$ cat src/hw/rtl/brti_pkg.sv
// Shared types, constants and the rank compare for the bounded ranked table.
// No dependencies; imported by brti_cell and bounded_ranked_table_insert_core.
`timescale 1ns / 1ps

package brti_pkg;

    // fixed field geometry
    localparam int KEY_FIELDS       = 4;
    localparam int KEY_W            = 32;
    localparam int TAG_W            = 16;
    localparam int CFG_W            = 5;
    localparam int DEFAULT_CAPACITY = 16;

    // keys that may ever take part in a compare
    localparam int NUM_KEYS = 4;

    // configuration register indexes
    localparam logic [1:0] CFG_MAX_ENTRIES = 2'd0;
    localparam logic [1:0] CFG_KEYS_IN_USE = 2'd1;
    localparam logic [1:0] CFG_LOW_MASK    = 2'd2;

    // configuration reset values
    localparam logic [4:0] MAX_ENTRIES_RST = 5'd10;
    localparam logic [2:0] KEYS_IN_USE_RST = 3'd1;
    localparam logic [3:0] LOW_MASK_RST    = 4'd0;

    typedef enum logic [1:0] {
        CMD_CLEAR  = 2'd0,
        CMD_INSERT = 2'd1,
        CMD_QUERY  = 2'd2,
        CMD_READ   = 2'd3
    } brti_cmd_t;

    typedef struct packed {
        brti_cmd_t          command;
        logic signed [31:0] key_zero;
        logic signed [31:0] key_one;
        logic signed [31:0] key_two;
        logic signed [31:0] key_three;
        logic [15:0]        tag;
        logic [3:0]         read_index;
    } brti_in_t;

    typedef struct packed {
        logic               placed;
        logic [3:0]         position;
        logic [4:0]         entry_count;
        logic               entry_valid;
        logic signed [31:0] entry_key_zero;
        logic signed [31:0] entry_key_one;
        logic signed [31:0] entry_key_two;
        logic signed [31:0] entry_key_three;
        logic [15:0]        entry_tag;
    } brti_out_t;

    // key zero sits at index zero
    typedef logic [KEY_FIELDS-1:0][KEY_W-1:0] brti_keys_t;

    typedef struct packed {
        brti_keys_t       keys;
        logic [TAG_W-1:0] tag;
    } brti_rec_t;

    // control broadcast from the top level to every cell
    typedef struct packed {
        logic                  compare;
        logic                  insert;
        logic [KEY_FIELDS-1:0] key_use;
        logic [KEY_FIELDS-1:0] low_best;
    } brti_ctl_t;

    // gather the four keys of an item
    function automatic brti_keys_t item_keys(brti_in_t item);
        return {item.key_three, item.key_two, item.key_one, item.key_zero};
    endfunction

    // held record ranks strictly better than the probe: first differing key decides
    function automatic logic held_better(brti_keys_t held, brti_keys_t probe,
                                         logic [KEY_FIELDS-1:0] key_use,
                                         logic [KEY_FIELDS-1:0] low_best);
        logic res;
        res = 1'b0;
        for (int i = KEY_FIELDS - 1; i >= 0; i--)
        begin
            if (key_use[i] && (held[i] != probe[i]))
            begin
                if (low_best[i])
                    res = $signed(held[i]) < $signed(probe[i]);
                else
                    res = $signed(held[i]) > $signed(probe[i]);
            end
        end
        return res;
    endfunction

endpackage

$ cat src/hw/rtl/brti_cell.sv
// One slot of the ranked table: holds a record, ranks it against a probe
// and shifts in its neighbor's record on insert. Depends on brti_pkg.
`timescale 1ns / 1ps

module brti_cell
    import brti_pkg::*;
#(
    parameter int CAPACITY = DEFAULT_CAPACITY,
    parameter int INDEX    = 0,
    localparam int CW      = $clog2(CAPACITY + 1)
) (
    input  logic       clk,
    input  brti_ctl_t  ctl,
    input  logic [CW-1:0] count,
    input  logic [CW-1:0] top,
    input  logic [3:0] read_index,
    input  brti_keys_t probe,
    input  brti_rec_t  fresh,
    input  brti_rec_t  prev_rec,
    input  logic       prev_better,
    input  logic       above,
    output brti_rec_t  rec,
    output logic       better,
    output logic       suffix,
    output logic       at_pos,
    output logic       hit,
    output brti_rec_t  rd_rec
);

    brti_rec_t rec_reg;
    brti_rec_t rec_next;
    logic      better_reg;
    logic      better_next;
    logic      held;
    logic      shift_ok;
    logic      below_top;

    // slot holds a live record
    assign held = CW'(INDEX) < count;

    // rank against the probe item
    assign better_next = held && held_better(rec_reg.keys, probe, ctl.key_use, ctl.low_best);

    always_ff @(posedge clk)
    begin
        if (ctl.compare)
            better_reg <= better_next;
    end

    // some slot at or after this one ranks better
    assign suffix    = better_reg | above;
    // new item lands here: previous slot better, none after
    assign at_pos    = prev_better & ~suffix;
    // insert point lies before this slot
    assign shift_ok  = ~(prev_better | suffix);
    assign below_top = CW'(INDEX) < top;

    // record update on insert
    always_comb
    begin
        rec_next = rec_reg;
        if (ctl.insert)
        begin
            if (at_pos)
                rec_next = fresh;
            else if (shift_ok && below_top)
                rec_next = prev_rec;
        end
    end

    always_ff @(posedge clk)
    begin
        rec_reg <= rec_next;
    end

    // read select, masked so the top can or the slots together
    assign hit    = (INDEX == int'(read_index)) && held;
    assign rd_rec = hit ? rec_reg : '0;

    assign rec    = rec_reg;
    assign better = better_reg;

endmodule

$ cat config.mk
export PLATFORM = sky130hd
export DESIGN_NAME = brti_cell
export DESIGN_NICKNAME = d
export VERILOG_FILES = /design/src/hw/rtl/brti_pkg.sv /design/src/hw/rtl/brti_cell.sv
export SDC_FILE = /design/constraint.sdc
export NUM_CORES = 1
export LEC_CHECK = 0
export ABC_AREA = 1
export BUFFER_PORTS_ARGS = -buffer_cell sky130_fd_sc_hd__buf_2
export CAP_MARGIN = 20
export CORE_AREA = 2 2 286 288
export CTS_CLUSTER_DIAMETER = 200
export CTS_CLUSTER_SIZE = 8
export DETAILED_ROUTE_END_ITERATION = 12
export DIE_AREA = 0 0 288 290
export PLACE_DENSITY_LB_ADDON = 0.08
export SLEW_MARGIN = 30
export SYNTH_ARGS = -nofsm -noshare
export SYNTH_HDL_FRONTEND = slang
export SYNTH_SLANG_ARGS = --single-unit
$ cat constraint.sdc
create_clock -name clk -period 3.8 [get_ports clk]
set_input_delay 0 -clock clk [delete_from_list [all_inputs] [get_ports clk]]
set_output_delay 0 -clock clk [all_outputs]
set_load 0.005 [all_outputs]
==> out/summary.json <==
{
  "run_status": {"value": "finished clean"},
  "cp_data_required_time": {"value": 4.03, "unit": "ns"},
  "commonest_cells_after_routing_fill_and_taps_aside": {"value": "sky130_fd_sc_hd__buf_2 (734), sky130_fd_sc_hd__nand2_1 (568), sky130_fd_sc_hd__inv_1 (305), sky130_fd_sc_hd__dlygate4sd3_1 (291), sky130_fd_sc_hd__nor2_1 (188)"},
  "timing_worst_slew_pin_value": {"value": 0.720, "unit": "ns"},
  "timing.critical_path.to": {"value": "better"},
  "pin_count": {"value": 735},
  "number_of_cells_on_the_critical_path": {"value": 11},
  "yosysSeqAreaShare": {"value": 0.401},
  "synth.cell_area": {"value": 0.0109, "unit": "mm²"},
  "timing.critical_path.from": {"value": "rec[111]"},
  "final.setup.tns": {"value": 0, "unit": "ns"},
  "antenna_found_initial": {"value": 12},
  "die_x": {"value": 288, "unit": "µm"},
  "post_synthesis_instance_total": {"value": 1509},
  "clock_tree_from_tritoncts": {"value": "built"},
  "crit_family": {"value": "simple AND/OR/NAND/NOR gates"},
  "drtIter0Drc": {"value": 327},
  "setup_violations": {"value": 0},
  "mappedNetlistNets": {"value": 2080},
  "leakagePower": {"value": 10.9, "unit": "nW"},
  "avgRoutedWirePerCell": {"value": 15.7, "unit": "µm"},
  "aggregate_global_route_resource_usage": {"value": 0.133},
  "peakVddDrop": {"value": 341, "unit": "µV"},
  "r2r.worst_path.cells": {"value": 11},
  "endpoint_kind": {"value": "register"},
  "post_cts_setup_driven_buffer_insertion_count": {"value": 0},
  "critPathKind": {"value": "register to register"},
  "largest_reg_flops": {"value": 144},
  "crit_buf_inv": {"value": 1},
  "period_needed": {"value": 3.06, "unit": "ns"},
  "vias": {"value": 12975},
  "cts-root-to-sink-buffers": {"value": 2},
  "rsz_0062_raised_after_global_routing": {"value": "false"},
  "worst_path_slowest_cell": {"value": "sky130_fd_sc_hd__dlygate4sd3_1"},
  "syn-mean-instance-area": {"value": 7.19, "unit": "µm²"},
  "post-route-period-util": {"value": 0.805},
  "cp_common_cell": {"value": "sky130_fd_sc_hd__nand2_1"},
  "maximum_number_of_pins_on_one_net_before_global_route_repair": {"value": 69},
  "dpl.hpwl": {"value": 46500, "unit": "µm"},
  "die_h": {"value": 290, "unit": "µm"},
  "drt-total-wl": {"value": 56700, "unit": "µm"},
  "core_rows": {"value": 104},
  "timing.critical_path.slowest_cell_delay": {"value": 0.54, "unit": "ns"},
  "hp-start": {"value": "ctl[9]"},
  "cts_root_buf": {"value": "sky130_fd_sc_hd__clkbuf_16"},
  "max_freq": {"value": 327, "unit": "MHz"},
  "cts_inserted_buffers": {"value": 17},
  "buffer_ports.inserted": {"value": 734},
  "nature_of_the_critical_path_startpoint": {"value": "register"},
  "tritoncts_num_sinks": {"value": 145},
  "layout_commonest_cell": {"value": "sky130_fd_sc_hd__buf_2"},
  "design.die.area": {"value": 0.0835, "unit": "mm²"},
  "placeableCoreArea": {"value": 0.0802, "unit": "mm²"},
  "reg2reg_to": {"value": "better"},
  "max_slew_margin": {"value": 0.520},
  "clock_latency": {"value": 0.49, "unit": "ns"},
  "max_cap_violations": {"value": 0},
  "grt_first_pass_wirelength": {"value": 82100, "unit": "µm"},
  "initial_drt_pass_iterations": {"value": 4},
  "clk_pin_slew": {"value": 0.07, "unit": "ns"},
  "nets": {"value": 3098},
  "gp_congestion": {"value": 0.825},
  "proportion_of_netlist_area_held_by_the_largest_area_contributor": {"value": 0.401},
  "synth-seq-cells": {"value": 145},
  "synth.largest_area_cell": {"value": "sky130_fd_sc_hd__edfxtp_1"},
  "via_count_of_the_first_global_routing_pass": {"value": 13591},
  "hold_viol_final": {"value": 0},
  "reg2reg_slack": {"value": 0.74, "unit": "ns"},
  "cp_cell_sequence": {"value": "ha_1 -> nand2_1 -> nor2_1 -> nand2_1 -> nor2_1 -> a31oi_1 -> nand3_1 -> nand3_1 -> nand2_1 -> a21oi_2 -> dlygate4sd3_1"},
  "arrival": {"value": 3.29, "unit": "ns"},
  "maxSlewViolCount": {"value": 0},
  "final_antenna_net_count": {"value": 0},
  "synth_area_leaders": {"value": "sky130_fd_sc_hd__edfxtp_1 (40%), sky130_fd_sc_hd__nand2_1 (20%), sky130_fd_sc_hd__ha_1 (15%), sky130_fd_sc_hd__inv_1 (11%), sky130_fd_sc_hd__nor2_1 (6.5%)"},
  "ys.warnings.count": {"value": 0},
  "class_of_the_most_critical_hold_timing_path": {"value": "input pin to register"},
  "crit-reg2reg-launch": {"value": "rec[111]"},
  "drive_gt1_frac": {"value": 0.313},
  "finalClockSkew": {"value": 0.0103, "unit": "ns"},
  "fin_util": {"value": 0.243},
  "areaGrowthSynthToFinish": {"value": 79.1, "unit": "%"},
  "power_density": {"value": 258, "unit": "mW/mm²"},
  "yosys.cell_types.count": {"value": 33},
  "h-tree-depth": {"value": 4},
  "initial_core_util": {"value": 0.135},
  "worstPathMaxFanout": {"value": 3},
  "via_per_inst": {"value": 3.60},
  "grt_remaining_overflow": {"value": 0},
  "remaining_drc_errors": {"value": 0}
}
-- cells in the mapped netlist (all sizes together) --
master / n
a21o: 2
a21oi: 54
a31oi: 1
buf: 18
clkbuf: 27
clkinv: 2
edfxtp: 145
ha: 128
inv: 307
nand2: 572
nand3: 16
nand3b: 2
nand4: 11
nor2: 191
nor3: 5
nor4: 2
o21a: 6
o21ai: 12
o21ba: 1
o21bai: 1
o311ai: 1
or2: 1
or4: 1
xnor2: 1
xor2: 2
-- final cells by class --
class                      instances  area, µm²
antenna                            4       10.0
clock buffer                      18        429
clock inverter                    13        163
fill                            9225      60700
inverter                         309       1170
multi-input combinational       1010       5170
sequential                       145       4350
tap                             1060       1330
timing repair buffer            1044       6820
-- metrics by stage --
| stage | cell area [µm²] | cells | worst slack [ns] | hold slack, ns | total power, mW |
|---|---|---|---|---|---|
| global placement | 15900 | 3277 | 1.07 | 0.250 | 2.95 |
| global route | 19400 | 3600 | 0.438 | 0.272 | 5.34 |
| floorplan | 10900 | 1509 | 0.0666 | 0.0932 | 2.39 |
| detailed placement | 15900 | 3277 | 0.991 | 0.241 | 2.95 |
| finish | 19400 | 3603 | 0.742 | 0.285 | 5.02 |
| CTS | 19400 | 3599 | 0.458 | 0.245 | 5.16 |
-- where the power goes --
part / internal (mW) / switching, mW / total [mW]
clock network: 1.03 / 0.804 / 1.83
logic: 0.686 / 0.574 / 1.26
registers: 1.86 / 0.0659 / 1.92
total: 3.57 / 1.44 / 5.02
-- how the worst min path moves through the flow --
stage	endpoint	slack (ns)	depth (start not counted)
floorplan	suffix	0.09	2
global placement	better	0.25	1
detailed placement	better	0.24	1
CTS	better	0.24	2
global route	better	0.27	2
finish	better	0.28	2
-- kinds of logic after synthesis --
logic type                 after synthesis  synth area share
and+or+nand+nor                        801             0.286
AOI/OAI and AO/OA                       78            0.0393
xor gates and xnor gates                 3           0.00242
DFF                                    145             0.401
adders and majority gates              128             0.148
buffers and inverters                  354             0.124
-- per-layer routing --
layer / part of all wire / GRT usage / up-vias / wire, µm
li1: - / - / 6652 / -
met3: 0.071 / 0.0405 / 47 / 4040
met2: 0.53 / 0.256 / 444 / 30000
met4: 0.012 / 0.0288 / 14 / 672
met5: 0.0014 / 0 / - / 80
met1: 0.39 / 0.139 / 5818 / 21900
-- timing repair --
action,CTS,global route
hold buffers,291,0
hold endpoints to repair,146,0
resized for setup,0,0
(Power assumes the default switching activity.)
